`config.mk`:
```
export PLATFORM = sky130hd
export DESIGN_NAME = delimited_region_scanner
export DESIGN_NICKNAME = d
export VERILOG_FILES = /design/src/design/drs_pkg.sv /design/src/design/drs_cfg.sv /design/src/design/drs_core.sv /design/src/design/drs_outbuf.sv /design/src/design/delimited_region_scanner.sv
export SDC_FILE = /design/constraint.sdc
export NUM_CORES = 1
export LEC_CHECK = 0
export ABC_AREA = 1
export BUFFER_PORTS_ARGS = -buffer_cell sky130_fd_sc_hd__buf_2
export CAP_MARGIN = 20
export CORE_UTILIZATION = 40
export CTS_CLUSTER_SIZE = 24
export DETAILED_ROUTE_END_ITERATION = 7
export HOLD_SLACK_MARGIN = 0.15
export PLACE_DENSITY = 0.68
export SLEW_MARGIN = 20
export SYNTH_ARGS = -nofsm -noshare
export SYNTH_HDL_FRONTEND = slang
export SYNTH_SLANG_ARGS = --single-unit
export TNS_END_PERCENT = 20
```
`constraint.sdc`:
```
create_clock -name clk -period 3.35 [get_ports clk]
set_input_delay 0.335 -clock clk [delete_from_list [all_inputs] [get_ports clk]]
set_output_delay 0.335 -clock clk [all_outputs]
set_load 0.02 [all_outputs]
```
`src/design/drs_pkg.sv`:
```
// Package for the delimited region scanner.
// Holds the configuration and result types and the register map; no dependencies.
package drs_pkg;

  localparam logic [7:0] BACKSLASH = 8'h5C;

  localparam logic [15:0] BEGIN_CHARS_RST = 16'h2A2F;
  localparam logic [1:0]  BEGIN_LEN_RST   = 2'd2;
  localparam logic [15:0] END_CHARS_RST   = 16'h2F2A;
  localparam logic [1:0]  END_LEN_RST     = 2'd2;
  localparam logic        ESCAPE_EN_RST   = 1'b0;

  localparam int CFG_ADDR_BITS = 5;

  typedef enum logic [2:0] {
    REG_BEGIN_CHARS = 3'd0,
    REG_BEGIN_LEN   = 3'd1,
    REG_END_CHARS   = 3'd2,
    REG_END_LEN     = 3'd3,
    REG_ESCAPE_EN   = 3'd4
  } reg_idx_t;

  typedef struct packed {
    logic [15:0] begin_chars;
    logic        begin_two;
    logic [15:0] end_chars;
    logic        end_two;
    logic        escape_en;
  } scan_cfg_t;

  typedef struct packed {
    logic [15:0] length;
    logic        found;
  } scan_res_t;

endpackage

```
`src/design/drs_cfg.sv`:
```
// Configuration register file with an APB-style write and read port.
// Depends on drs_pkg for the register map and the configuration struct.
module drs_cfg import drs_pkg::*; (
  input  logic                     clk,
  input  logic                     rst_n,
  input  logic                     psel,
  input  logic                     penable,
  input  logic                     pwrite,
  input  logic [CFG_ADDR_BITS-1:0] paddr,
  input  logic [31:0]              pwdata,
  output logic [31:0]              prdata,
  output scan_cfg_t                cfg
);

  logic [15:0] begin_chars_r;
  logic [1:0]  begin_len_r;
  logic [15:0] end_chars_r;
  logic [1:0]  end_len_r;
  logic        escape_en_r;
  logic        wr_en;
  reg_idx_t    idx;

  assign wr_en = psel && penable && pwrite;
  assign idx   = reg_idx_t'(paddr[4:2]);

  always_ff @(posedge clk) begin
    if (!rst_n) begin
      begin_chars_r <= BEGIN_CHARS_RST;
      begin_len_r   <= BEGIN_LEN_RST;
      end_chars_r   <= END_CHARS_RST;
      end_len_r     <= END_LEN_RST;
      escape_en_r   <= ESCAPE_EN_RST;
    end else if (wr_en) begin
      unique case (idx)
        REG_BEGIN_CHARS: begin_chars_r <= pwdata[15:0];
        REG_BEGIN_LEN:   begin_len_r   <= pwdata[1:0];
        REG_END_CHARS:   end_chars_r   <= pwdata[15:0];
        REG_END_LEN:     end_len_r     <= pwdata[1:0];
        REG_ESCAPE_EN:   escape_en_r   <= pwdata[0];
        default: ;
      endcase
    end
  end

  always_comb begin
    unique case (idx)
      REG_BEGIN_CHARS: prdata = {16'd0, begin_chars_r};
      REG_BEGIN_LEN:   prdata = {30'd0, begin_len_r};
      REG_END_CHARS:   prdata = {16'd0, end_chars_r};
      REG_END_LEN:     prdata = {30'd0, end_len_r};
      REG_ESCAPE_EN:   prdata = {31'd0, escape_en_r};
      default:         prdata = 32'd0;
    endcase
  end

  // A length of zero acts as one and a length of three acts as two.
  always_comb begin
    cfg.begin_chars = begin_chars_r;
    cfg.begin_two   = begin_len_r[1];
    cfg.end_chars   = end_chars_r;
    cfg.end_two     = end_len_r[1];
    cfg.escape_en   = escape_en_r;
  end

endmodule

```
`src/design/drs_core.sv`:
```
// Per-character scan logic: scan state registers and the single-pass match decision.
// Depends on drs_pkg for the configuration and result structs.
module drs_core import drs_pkg::*; #(
  parameter int COUNT_BITS = 16
) (
  input  logic      clk,
  input  logic      rst_n,
  input  logic      accept,
  input  logic [7:0] ch,
  input  logic      first,
  input  scan_cfg_t cfg,
  output logic      res_valid,
  output scan_res_t res
);

  localparam int CW = (COUNT_BITS < 16) ? COUNT_BITS : 16;

  logic          active_r, active_nxt;
  logic [CW-1:0] count_r, count_nxt;
  logic [15:0]   recent_r, recent_nxt;

  logic          act;
  logic [CW-1:0] q;
  logic [15:0]   rec;
  logic [CW-1:0] q_inc;
  logic          at_limit;
  logic          in_begin;
  logic [7:0]    want;
  logic          hit;
  logic [7:0]    prev;
  logic          done;
  logic          ok;

  always_comb begin
    act   = first || active_r;
    q     = first ? '0 : count_r;
    rec   = first ? 16'd0 : recent_r;
    q_inc = q + CW'(1);
    at_limit = &q;
    in_begin = (q == '0) || (cfg.begin_two && (q == CW'(1)));
    want     = (q == '0) ? cfg.begin_chars[7:0] : cfg.begin_chars[15:8];
    if (!cfg.end_two) begin
      hit  = (ch == cfg.end_chars[7:0]);
      prev = rec[7:0];
    end else begin
      hit  = (q > CW'({1'b0, cfg.begin_two} + 2'd1)) &&
             (rec[7:0] == cfg.end_chars[7:0]) && (ch == cfg.end_chars[15:8]);
      prev = rec[15:8];
    end
    ok = 1'b0;
    if (at_limit || (ch == 8'd0)) begin
      done = 1'b1;
    end else if (in_begin) begin
      done = (ch != want);
    end else begin
      ok   = hit && !(cfg.escape_en && (prev == BACKSLASH));
      done = ok;
    end

    res_valid  = accept && act && done;
    res.found  = ok;
    res.length = ok ? 16'(q_inc) : 16'd0;

    active_nxt = active_r;
    count_nxt  = count_r;
    recent_nxt = recent_r;
    if (accept && act) begin
      active_nxt = !done;
      count_nxt  = q_inc;
      recent_nxt = {rec[7:0], ch};
    end
  end

  always_ff @(posedge clk) begin
    if (!rst_n) begin
      active_r <= 1'b0;
      count_r  <= '0;
      recent_r <= 16'd0;
    end else begin
      active_r <= active_nxt;
      count_r  <= count_nxt;
      recent_r <= recent_nxt;
    end
  end

`ifndef NO_ASSERTIONS
  a_idle_silent: assert property (@(posedge clk) disable iff (!rst_n)
    (accept && !first && !active_r) |-> !res_valid) else $error("result without scan");
  a_end_on_result: assert property (@(posedge clk) disable iff (!rst_n)
    res_valid |=> !active_r) else $error("scan still active after result");
  a_found_len: assert property (@(posedge clk) disable iff (!rst_n)
    (res_valid && res.found) |-> (res.length != 16'd0)) else $error("match with zero length");
`endif

endmodule

```
`src/design/drs_outbuf.sv`:
```
// Two-entry output buffer: result register plus skid register.
// Depends on drs_pkg for the result struct.
module drs_outbuf import drs_pkg::*; (
  input  logic      clk,
  input  logic      rst_n,
  input  logic      push,
  input  scan_res_t push_res,
  output logic      room,
  output logic      out_valid,
  input  logic      out_ready,
  output scan_res_t out_res
);

  logic      out_valid_r, out_valid_nxt;
  logic      skid_valid_r, skid_valid_nxt;
  scan_res_t out_res_r, out_res_nxt;
  scan_res_t skid_res_r, skid_res_nxt;
  logic      free;

  assign room      = !skid_valid_r;
  assign out_valid = out_valid_r;
  assign out_res   = out_res_r;

  always_comb begin
    free           = !out_valid_r || out_ready;
    out_valid_nxt  = out_valid_r;
    skid_valid_nxt = skid_valid_r;
    out_res_nxt    = out_res_r;
    skid_res_nxt   = skid_res_r;
    if (free) begin
      if (skid_valid_r) begin
        out_valid_nxt  = 1'b1;
        out_res_nxt    = skid_res_r;
        skid_valid_nxt = push;
        skid_res_nxt   = push_res;
      end else begin
        out_valid_nxt = push;
        out_res_nxt   = push_res;
      end
    end else if (push) begin
      skid_valid_nxt = 1'b1;
      skid_res_nxt   = push_res;
    end
  end

  always_ff @(posedge clk) begin
    if (!rst_n) begin
      out_valid_r  <= 1'b0;
      skid_valid_r <= 1'b0;
    end else begin
      out_valid_r  <= out_valid_nxt;
      skid_valid_r <= skid_valid_nxt;
    end
  end

  always_ff @(posedge clk) begin
    out_res_r  <= out_res_nxt;
    skid_res_r <= skid_res_nxt;
  end

`ifndef NO_ASSERTIONS
  a_skid_behind_out: assert property (@(posedge clk) disable iff (!rst_n)
    skid_valid_r |-> out_valid_r) else $error("skid word ahead of output word");
  a_skid_holds: assert property (@(posedge clk) disable iff (!rst_n)
    (skid_valid_r && !out_ready) |=> skid_valid_r) else $error("skid word lost");
  a_no_overrun: assert property (@(posedge clk) disable iff (!rst_n)
    skid_valid_r |-> !push) else $error("push into full buffer");
`endif

endmodule

```
`src/design/delimited_region_scanner.sv`:
```
// Delimited region scanner, top level. A result word is registered into the
// output register when the character that completes the scan is accepted, or
// goes to the skid register if an earlier word still waits there.
// Throughput: one character per cycle; the input stalls only while both the
// output register and the skid register hold words not yet taken.
// Reset (rst_n, synchronous, active low) drops any scan, empties the output
// buffer and returns the configuration registers to their default values.
module delimited_region_scanner import drs_pkg::*; #(
  parameter int COUNT_BITS = 16
) (
  input  logic                     clk,
  input  logic                     rst_n,
  input  logic                     in_tvalid,
  output logic                     in_tready,
  input  logic [7:0]               in_tdata,   // [7:0] ch
  input  logic [0:0]               in_tuser,   // [0] first
  output logic                     out_tvalid,
  input  logic                     out_tready,
  output logic [15:0]              out_tdata,  // [15:0] length
  output logic [0:0]               out_tuser,  // [0] found
  input  logic                     cfg_psel,
  input  logic                     cfg_penable,
  input  logic                     cfg_pwrite,
  input  logic [CFG_ADDR_BITS-1:0] cfg_paddr,
  input  logic [31:0]              cfg_pwdata,
  output logic [31:0]              cfg_prdata,
  output logic                     cfg_pready
);

  scan_cfg_t cfg;
  scan_res_t res;
  scan_res_t out_res;
  logic      res_valid;
  logic      room;
  logic      accept;

  assign cfg_pready = 1'b1;
  assign in_tready  = room;
  assign accept     = in_tvalid && room;
  assign out_tdata  = out_res.length;
  assign out_tuser  = out_res.found;

  drs_cfg u_cfg (
    .clk     (clk),
    .rst_n   (rst_n),
    .psel    (cfg_psel),
    .penable (cfg_penable),
    .pwrite  (cfg_pwrite),
    .paddr   (cfg_paddr),
    .pwdata  (cfg_pwdata),
    .prdata  (cfg_prdata),
    .cfg     (cfg)
  );

  drs_core #(.COUNT_BITS(COUNT_BITS)) u_core (
    .clk       (clk),
    .rst_n     (rst_n),
    .accept    (accept),
    .ch        (in_tdata),
    .first     (in_tuser[0]),
    .cfg       (cfg),
    .res_valid (res_valid),
    .res       (res)
  );

  drs_outbuf u_outbuf (
    .clk       (clk),
    .rst_n     (rst_n),
    .push      (res_valid),
    .push_res  (res),
    .room      (room),
    .out_valid (out_tvalid),
    .out_ready (out_tready),
    .out_res   (out_res)
  );

endmodule

```
==> results of run 1 <==
## cell usage after synthesis, types with 2 or more instances
library cell,instances
nand2_1,157
inv_1,92
dfxtp_1,72
o21ai_0,69
a21oi_1,58
nor2_1,50
nand3_1,35
edfxtp_1,34
clkbuf_1,20
buf_4,18
o22ai_1,18
o211ai_1,13
xor2_1,12
nor2_4,10
nor3_1,10
xnor2_1,7
inv_2,4
nand2_2,4
nand4_1,4
nor4_1,4
buf_2,3
buf_6,3
ha_1,3
o21ai_1,3
conb_1,2
nand3_2,2
nor2_2,2
o21bai_1,2
## power by group through the flow
stage	Clock (mW)	Combinational, mW	Sequential, mW
2_1_floorplan	0	0.264	1.43
3_3_place_gp	0	0.365	1.43
3_5_place_dp	0	0.367	1.43
4_1_cts	1.03	0.369	1.40
5_1_grt	1.07	0.416	1.41
6_report	1.00	0.370	1.40
## critical path: stages (launching register included)
cell	delay, ns
dfxtp_1	0.34
inv_1	0.04
nor2_1	0.24
ha_1	0.24
nand4_1	0.18
nor2_1	0.30
nand4_2	0.17
inv_2	0.10
a31oi_2	0.12
a21boi_0	0.15
nand2_1	0.09
nand2_1	0.08
a21oi_1	0.14
buf_4	0.26
## layout by cell type (no fill, tap or decap), types with 7 or more instances in the layout
cell	netlist	final
nor2_1	50	50
inv_1	92	92
xor2_1	12	12
o21ai_0	69	69
edfxtp_1	34	34
o22ai_1	18	18
nand2_1	157	157
buf_4	18	12
nor2_4	10	10
o211ai_1	13	13
dfxtp_1	72	72
buf_2	3	69
nand3_1	35	35
a21oi_1	58	58
nor3_1	10	10
xnor2_1	7	7
conb_1	2	17
clkbuf_16	0	9
## cell families (layout without fill, tap and decap cells)
group / Yosys count / after routing
compound gates: 170 / 170
xor+xnor: 19 / 19
fa+ha+maj: 3 / 3
buf+inv: 142 / 194
flops: 106 / 106
other cells: 2 / 17
simple gates: 286 / 286
## state kept, by name (all words and copies together), names as in the netlist
register / flops
u_cfg.end_chars_r: 16
u_cfg.end_len_r: 2
u_core.count_r: 16
u_outbuf.skid_res_r: 17
u_outbuf.skid_valid_r: 1
u_cfg.begin_len_r: 2
u_outbuf.out_res: 17
u_outbuf.out_valid: 1
u_cfg.begin_chars_r: 16
u_core.recent_r: 16
u_core.active_r: 1
u_cfg.escape_en_r: 1
## worst max path at each step
stage,from,to,cells past startpoint
final,u_core.count_r[0],u_outbuf.skid_res_r[8],13
after global routing,u_core.count_r[0],u_outbuf.skid_res_r[3],13
after CTS,u_core.count_r[0],u_outbuf.skid_res_r[3],13
after detailed placement,in_tuser,u_outbuf.skid_res_r[9],13
after global placement,in_tuser,u_outbuf.skid_res_r[11],13
after floorplan,in_tuser,u_outbuf.skid_res_r[0],14
## through the flow
| stage | util | cell area [um^2] | cells |
|---|---|---|---|
| floorplan | - | 5610 | 743 |
| global placement | 0.4485 | 6010 | 955 |
| detailed placement | 0.4485 | 6010 | 955 |
| CTS | 0.4691 | 6286 | 971 |
| global route | 0.4691 | 6286 | 971 |
| finish | 0.4691 | 6286 | 971 |
## routing by layer
layer  wire [um]  track usage  vias up  share of wire
met5           0            0        -              0
met1        6209       0.2464     2154           0.48
met2        5897       0.2988      126           0.45
met4         275      0.08125        0          0.021
li1            -            -     2492              -
met3         649      0.04468       20          0.050
## area by class of cell
cell class              instances  area (um^2)
well taps                     176        220.2
clock buffers                   9        225.2
inverters                      97        364.1
repair buffers                 81        435.4
multi-input cells             495         2527
fillers                      1364         7114
clock inverters                 7        51.30
flip-flops and latches        106         2462
==> reports/qor.csv, run 1 <==
metric,value,unit
run status,"finished, final reports clean",
layout cells sized above 1,0.1585,
Reg2Reg Setup Slack,0.59,ns
Place WS,0.4398,ns
first-pass GRT wire length,21230,um
Pre-Repair DR Iteration Count,4,
Port Buffers,69,
Critical Path Start Type,flip-flop,
Setup WS post-layout,0.5923,ns
DP Wirelength,9649,um
clock latency at the later pin of the worst-skew pair,0.36,ns
Fin Setup TNS,0,ns
register bit count reported by yosys,106,
Pwr Total,2.774,mW
clock share of power,0.362,
CTS max path bufs,2,
post-synthesis sequential area ratio,0.4433,
post-synth cell types,45,
Max Fanout on Critical Path,17,
Wirelength per Cell,13.42,um
Max-cap violations,0,
FF-to-FF End,u_outbuf.skid_res_r[8],
Root Driver,clkbuf_16,
Clock transition at path regs,0.07,ns
worst r2r src,u_core.count_r[0],
"top cells by area, synth","dfxtp_1 26%, edfxtp_1 18%, nand2_1 11%",
post-synthesis instance total,728,
largest family of logic cells by synthesized area,simple AND/OR/NAND/NOR gates,
post-synth top area share,0.2595,
RD Place Congestion,0.9019,
largest net degree at the start of global routing,59,
I/O pin total,105,
Synth Area in Compound Gates,0.1687,
Leak,2.878,nW
kind of end point of the critical path,flip-flop,
Logic pwr share,0.133,
initial antenna violation count,0,
Final Cycle Share,0.8232,
RSZ-0062 raised after global routing,no,
Peak VDD IR,248.0,uV
chip width,119.8,um
Post-synth EDFFs,34,
DIE AREA,14360,um^2
H-Tree Level Count,3,
Clock Skews,0.008592,ns
crit path DAT,2.80,ns
synthesized cell area,5554,um^2
core area,13400,um^2
Vias/cell,4.935,
Hold Startpoint,cfg_pwdata[10],
Final Max Slew Viols,0,
Critical Path RT,3.40,ns
vias,4792,
dominant cell type by area after synthesis,dfxtp_1,
Final Hold Fails,0,
CTS tree,built,
Internal,1.997,mW
CTS-repair resized insts,0,
mux share of post-synthesis cell area,0,
Final #Nets,846,
Die Ht,119.8,um
post-synthesis adder-cell area fraction,0.006758,
worst-margin pin slew,0.7916,ns
hold slack,0.2002,ns
Switching Fraction,0.2802,
Switch Pwr,0.7773,mW
vias in the first global route,4373,
critical path class,flip-flop to flip-flop,
post-CTS setup buffers,0,
residual DRC count,0,
Final min period,2.758,ns
setup violators final,0,
WL final,13030,um
Flop pwr share,0.505,
initial detailed-routing violation count,294,
predominant post-synthesis flop cell,dfxtp_1,
ANT cells,0,
clock sinks,106,
Hold Path Depth,3,
Avg Inst Size Synth,7.629,um^2
Num CTS Buffers,9,
HP Class,input port to flip-flop,
Post-Synth Simple-Gate Area,0.2370,
"Hold-fix buffers, CTS",0,
pwr dens,441.3,nW/um^2
GRT Util Overall,0.1892,
Initial Util,0.4145,
Final ANT Viol Nets,0,
Worst Hold End,u_cfg.end_chars_r[10],
Max Clk Rate,362.6,MHz
FP Rows,42,
"FFs w/ async S/R, synth",0,
Yosys warning count,0,
max_slew headroom,0.4715,
gr ovfl total,0,
area growth from synthesis to final layout,13.18,%
Reg2Reg Depth,13,
xor/xnor cell area share of the yosys netlist,0.02996,
Power figures use the tool's default switching activity.
==> inputs of run 2 (changes only) <==
--- a/config.mk
+++ b/config.mk
@@ -12,7 +12,7 @@
 export CTS_CLUSTER_SIZE = 24
 export DETAILED_ROUTE_END_ITERATION = 7
 export HOLD_SLACK_MARGIN = 0.15
-export PLACE_DENSITY = 0.68
+export PLACE_DENSITY = 0.7
 export SLEW_MARGIN = 20
 export SYNTH_ARGS = -nofsm -noshare
 export SYNTH_HDL_FRONTEND = slang
==> constraint.sdc (replaced) <==
create_clock -name clk -period 2.5 [get_ports clk]
set_input_delay 0.25 -clock clk [delete_from_list [all_inputs] [get_ports clk]]
set_output_delay 0.25 -clock clk [all_outputs]
set_load 0.02 [all_outputs]
==> reports/qor.csv, run 2 (synthesis results as in run 1) <==
metric,value,unit
DIE AREA,14360,um^2
FP Rows,42,
WL final,14200,um
Root Driver,clkbuf_16,
Fin Setup TNS,0,ns
setup violators final,0,
pwr dens,579.9,nW/um^2
Clock transition at path regs,0.08,ns
critical path class,flip-flop to flip-flop,
Reg2Reg Depth,14,
HP Class,input port to flip-flop,
Max-cap violations,0,
Placed Area,6238,um^2
DP Wirelength,10340,um
Critical Path RT,2.57,ns
clock latency at the later pin of the worst-skew pair,0.36,ns
Leak,3.083,nW
Final Max Slew Viols,0,
hold slack,0.1673,ns
Num CTS Buffers,9,
chip width,119.8,um
layout cells sized above 1,0.1945,
number of fill cells,1300,
Max Clk Rate,415.6,MHz
vias,5006,
Final Hold Fails,0,
Pre-Repair DR Iteration Count,5,
Hold Startpoint,cfg_pwdata[0],
Peak VDD IR,324.8,uV
FF-to-FF End,u_outbuf.skid_res_r[10],
CP bufs+invs,4,
Port Buffers,69,
RD Place Congestion,0.9191,
Placed Instances,979,
Hold Path Depth,3,
Wirelength per Cell,14.07,um
gr ovfl total,0,
Clock Skews,0.01177,ns
initial antenna violation count,0,
worst r2r src,u_core.count_r[0],
I/O pin total,105,
max_slew headroom,0.5587,
"Largest stage delay, worst path",0.33,ns
"most common cell after layout, fill and taps aside",nand2_1,
GRT Util Overall,0.2041,
family with the most delay on the worst path,simple AND/OR/NAND/NOR gates,
residual DRC count,0,
RSZ-0062 raised after global routing,yes,
Setup WS post-layout,0.09370,ns
Non-Filler Instances,1009,
largest net degree at the start of global routing,50,
Reg2Reg Setup Slack,0.09,ns
Final Cycle Share,0.9625,
area growth from synthesis to final layout,20.50,%
"commonest non-fill, non-tap cells in the layout","156 x nand2_1, 91 x inv_1, 71 x dfxtp_1",
Vias/cell,4.961,
Worst Hold End,u_cfg.begin_chars_r[0],
H-Tree Level Count,3,
core area,13400,um^2
Pwr Total,3.881,mW
Final min period,2.406,ns
Die Ht,119.8,um
crit path cell chain,inv_2 -> nor2_4 -> buf_4 -> ha_1 -> nand4_1 -> nor2_2 -> nand4_2 -> inv_2 -> a31oi_2 -> a21boi_1 -> nand2_1 -> nand2_2 -> a21oi_4 -> buf_12,
clock sinks,106,
Initial Util,0.4145,
CTS max path bufs,2,
initial detailed-routing violation count,374,
first-pass GRT wire length,22690,um
fin util,0.4994,
CTS tree,built,
Final Cell Area,6693,um^2
Final #Nets,884,
Max Fanout on Critical Path,17,
vias in the first global route,4595,
Final ANT Viol Nets,0,
Critical Path Start Type,flip-flop,
crit path DAT,2.47,ns
worst-margin pin slew,0.6612,ns
run status,"finished, final reports clean",
Place WS,-0.2230,ns
"most used cell, CP",inv_2,
kind of end point of the critical path,flip-flop,
ANT cells,0,
Crit-path slowest cell,dfxtp_2,
==> run 2: cell types whose count changed in the layout (fill, tap and decap cells not counted), moves of 2 or more <==
cell,previous run,this run
dlygate4sd3_1,0,9
buf_4,12,38
inv_6,3,1
buf_12,0,3
o21ai_1,3,5
nor2_4,10,12
clkbuf_1,0,2
nor2_1,50,47
o21ai_0,69,67
==> run 2: worst register-to-register path, cell delays in order, from the launching register on <==
cell and delay (ns):
dfxtp_2 0.33, inv_2 0.06, nor2_4 0.13, buf_4 0.14, ha_1 0.16, nand4_1 0.13, nor2_2 0.17, nand4_2 0.12
inv_2 0.09, a31oi_2 0.11, a21boi_1 0.17, nand2_1 0.10, nand2_2 0.08, a21oi_4 0.16, buf_12 0.16
==> run 2: timing repair <==
| item | CTS | global route |
|---|---|---|
| buffers inserted | 2 | 3 |
| pin swaps | 2 | 2 |
| resized for setup | 7 | 6 |
| hold buffers | 9 | 0 |
| setup endpoints to repair | 25 | 20 |
| hold endpoints to repair | 14 | 0 |
| cloned | 0 | 0 |
==> run 2: area by class of cell <==
class                   count  area, um^2  area share
clock buffers              11       232.7     0.03477
clock inverters             5       62.56    0.009348
inverters                  97       364.1     0.05440
multi-input cells         495        2569      0.3838
flip-flops and latches    106        2464      0.3681
well taps                 176       220.2     0.03290
repair buffers            119       780.7      0.1167
==> run 2: worst max path at each step <==
stage / from / to / slack, ns / depth (start not counted)
after floorplan: in_tuser / u_outbuf.skid_res_r[0] / 0.03 / 14
after global placement: in_tuser / u_outbuf.skid_res_r[9] / -0.24 / 14
after detailed placement: in_tuser / u_outbuf.skid_res_r[11] / -0.22 / 19
after CTS: u_core.count_r[0] / u_outbuf.skid_res_r[9] / 0.009 / 14
after global routing: u_core.count_r[0] / u_outbuf.skid_res_r[10] / -0.05 / 19
final: u_core.count_r[0] / u_outbuf.skid_res_r[10] / 0.09 / 14
==> run 2: routing by layer <==
layer | part of all wire | track usage | vias to the layer above
met1 | 0.45 | 0.2615 | 2286
met5 | 0 | 0 | -
met4 | 0.016 | 0.06953 | 0
li1 | - | - | 2564
met2 | 0.48 | 0.3400 | 139
met3 | 0.050 | 0.04278 | 17
==> run 2: where the power goes <==
group | internal [mW] | switching [mW] | total [mW]
logic | 0.200 | 0.366 | 0.566
clock network | 0.786 | 0.653 | 1.44
registers | 1.84 | 0.0405 | 1.88
==> inputs of run 3 (changes only) <==
--- a/config.mk
+++ b/config.mk
@@ -16,5 +16,6 @@
 export SLEW_MARGIN = 20
 export SYNTH_ARGS = -nofsm -noshare
 export SYNTH_HDL_FRONTEND = slang
+export SYNTH_HIERARCHICAL = 1
 export SYNTH_SLANG_ARGS = --single-unit
 export TNS_END_PERCENT = 20
==> reports/qor.csv, run 3 <==
metric,value,unit
initial antenna violation count,0,
worst r2r src,u_core/count_r[5],
Place WS,-0.005868,ns
ANT cells,0,
Final ANT Viol Nets,0,
H-Tree Level Count,3,
post-synthesis sequential area ratio,0.4095,
critical path startpoint,u_core/count_r[5],
initial detailed-routing violation count,340,
Placed Instances,1089,
fin util,0.4810,
setup violators final,0,
Non-Filler Instances,1113,
first-pass GRT wire length,23740,um
hold slack,0.1492,ns
post-CTS setup buffers,0,
clock sinks,106,
gr ovfl total,0,
FF-to-FF End,u_outbuf/skid_res_r[12],
Max Fanout on Critical Path,17,
DP Wirelength,10270,um
Final Cell Area,7017,um^2
Final Hold Fails,0,
Setup WS post-layout,0.1201,ns
GRT busiest layer,met2,
residual DRC count,0,
Num CTS Buffers,9,
HP Class,input port to flip-flop,
Max-cap violations,0,
kind of end point of the critical path,flip-flop,
crit path DAT,2.50,ns
Yosys warning count,6,
grt met2 use,0.3045,
Avg Inst Size Synth,7.245,um^2
Vias/cell,4.882,
post-synthesis instance total,830,
synthesized cell area,6013,um^2
GRT Util Overall,0.1860,
"most common cell after layout, fill and taps aside",nand2_1,
Post-synth EDFFs,34,
post-synth top area share,0.2397,
Clock transition at path regs,0.08,ns
"FFs w/ async S/R, synth",0,
CTS tree,built,
core area,14590,um^2
Critical Path Start Type,flip-flop,
WL final,14010,um
register bit count reported by yosys,106,
"count leader, synth",nand2_1,
Clock Skews,0.006785,ns
Critical Path RT,2.62,ns
Port Buffers,69,
number of fill cells,1434,
Critical Path End,u_outbuf/skid_res_r[12],
RD Place Congestion,0.8631,
Die Ht,124.6,um
predominant post-synthesis flop cell,dfxtp_1,
dominant cell type by area after synthesis,dfxtp_1,
pwr dens,551.1,nW/um^2
Leak,3.463,nW
I/O pin total,105,
area growth from synthesis to final layout,16.69,%
layout cells sized above 1,0.2164,
Reg2Reg Setup Slack,0.12,ns
Final Max Slew Viols,0,
clock latency at the later pin of the worst-skew pair,0.35,ns
CTS max path bufs,2,
Commonest cells post-synth,"250 x nand2_1, 82 x inv_1, 72 x dfxtp_1, 72 x nor2_1, 62 x nand3_1",
Placed Area,6624,um^2
vias in the first global route,4931,
RSZ-0062 raised after global routing,no,
vias,5434,
Pre-Repair DR Iteration Count,5,
Fin Setup TNS,0,ns
FP Rows,44,
Reg2Reg Depth,15,
Root Driver,clkbuf_16,
run status,"finished, final reports clean",
Peak VDD IR,454.2,uV
worst-margin pin slew,0.6875,ns
Initial Util,0.4122,
Max Clk Rate,420.2,MHz
DIE AREA,15530,um^2
largest net degree at the start of global routing,38,
critical path class,flip-flop to flip-flop,
met3 Resource Use GR,0.03909,
Pwr Total,3.867,mW
Final min period,2.380,ns
post-synth cell types,44,
max_slew headroom,0.5416,
chip width,124.6,um
Final #Nets,979,
"top cells by area, synth","dfxtp_1 24%, edfxtp_1 17%, nand2_1 16%",
"commonest non-fill, non-tap cells in the layout","250 x nand2_1, 82 x inv_1, 71 x nor2_1, 71 x dfxtp_1, 69 x buf_2",
Wirelength per Cell,12.59,um
grt met1 use,0.2472,
Final Cycle Share,0.9520,
run 3: cell type report:
| class | instances | area [um^2] | area share |
|---|---|---|---|
| clock inverter | 7 | 67.56 | 0.009629 |
| sequential | 106 | 2464 | 0.3511 |
| multi-input combinational | 597 | 2880 | 0.4105 |
| tap | 184 | 230.2 | 0.03281 |
| timing repair buffer | 120 | 802.0 | 0.1143 |
| clock buffer | 9 | 225.2 | 0.03210 |
| inverter | 90 | 347.8 | 0.04957 |
run 3: logic make-up (layout without fill, tap and decap cells):
group,Yosys count,count (layout),synth area share
AOI/OAI and AO/OA,91,91,0.08448
adders and majority gates,2,2,0.004161
xor gates and xnor gates,14,14,0.02039
DFF,106,106,0.4095
buffers and inverters,142,226,0.1234
and+or+nand+nor,473,473,0.3568
other,2,17,0.001249
run 3: how the worst min path moves through the flow:
| stage | startpoint | end | cells past startpoint |
|---|---|---|---|
| global placement | u_core/recent_r[9] | u_core/recent_r[9] | 2 |
| finish | cfg_pwdata[3] | u_cfg/begin_chars_r[3] | 3 |
| global route | cfg_pwdata[3] | u_cfg/begin_chars_r[3] | 3 |
| detailed placement | u_core/recent_r[9] | u_core/recent_r[9] | 2 |
| floorplan | rst_n | u_outbuf/out_valid | 2 |
| CTS | cfg_pwdata[3] | u_cfg/begin_chars_r[3] | 3 |
run 3: timing repair:
action / 4_1_cts / 5_1_grt
resized for setup: 0 / 10
endpoints found under the hold margin: 12 / 0
hold buffers: 8 / 0
endpoints found under the setup margin: 0 / 21
run 3: power by group:
| group | internal (mW) | switching, mW | total (mW) |
|---|---|---|---|
| clock network | 0.705 | 0.705 | 1.41 |
| registers | 1.83 | 0.0398 | 1.87 |
| logic | 0.205 | 0.379 | 0.584 |
run 3: per-layer routing:
layer | share of wire | vias to the layer above
met3 | 0.059 | 16
li1 | - | 2812
met1 | 0.46 | 2434
met2 | 0.46 | 172
met4 | 0.014 | 0
met5 | 0 | -
run 3: critical path, cell delays in order, from the launching register on:
cell,delay (ns)
dfxtp_1,0.32
o21ai_1,0.20
nand2_1,0.10
nor2_2,0.17
buf_4,0.20
nand3b_1,0.11
nand2_1,0.08
nand2_1,0.04
nand2_1,0.06
nand2_1,0.05
nor2_1,0.15
nand2_1,0.11
nand2_1,0.10
a21oi_2,0.07
o21a_1,0.22
buf_12,0.16
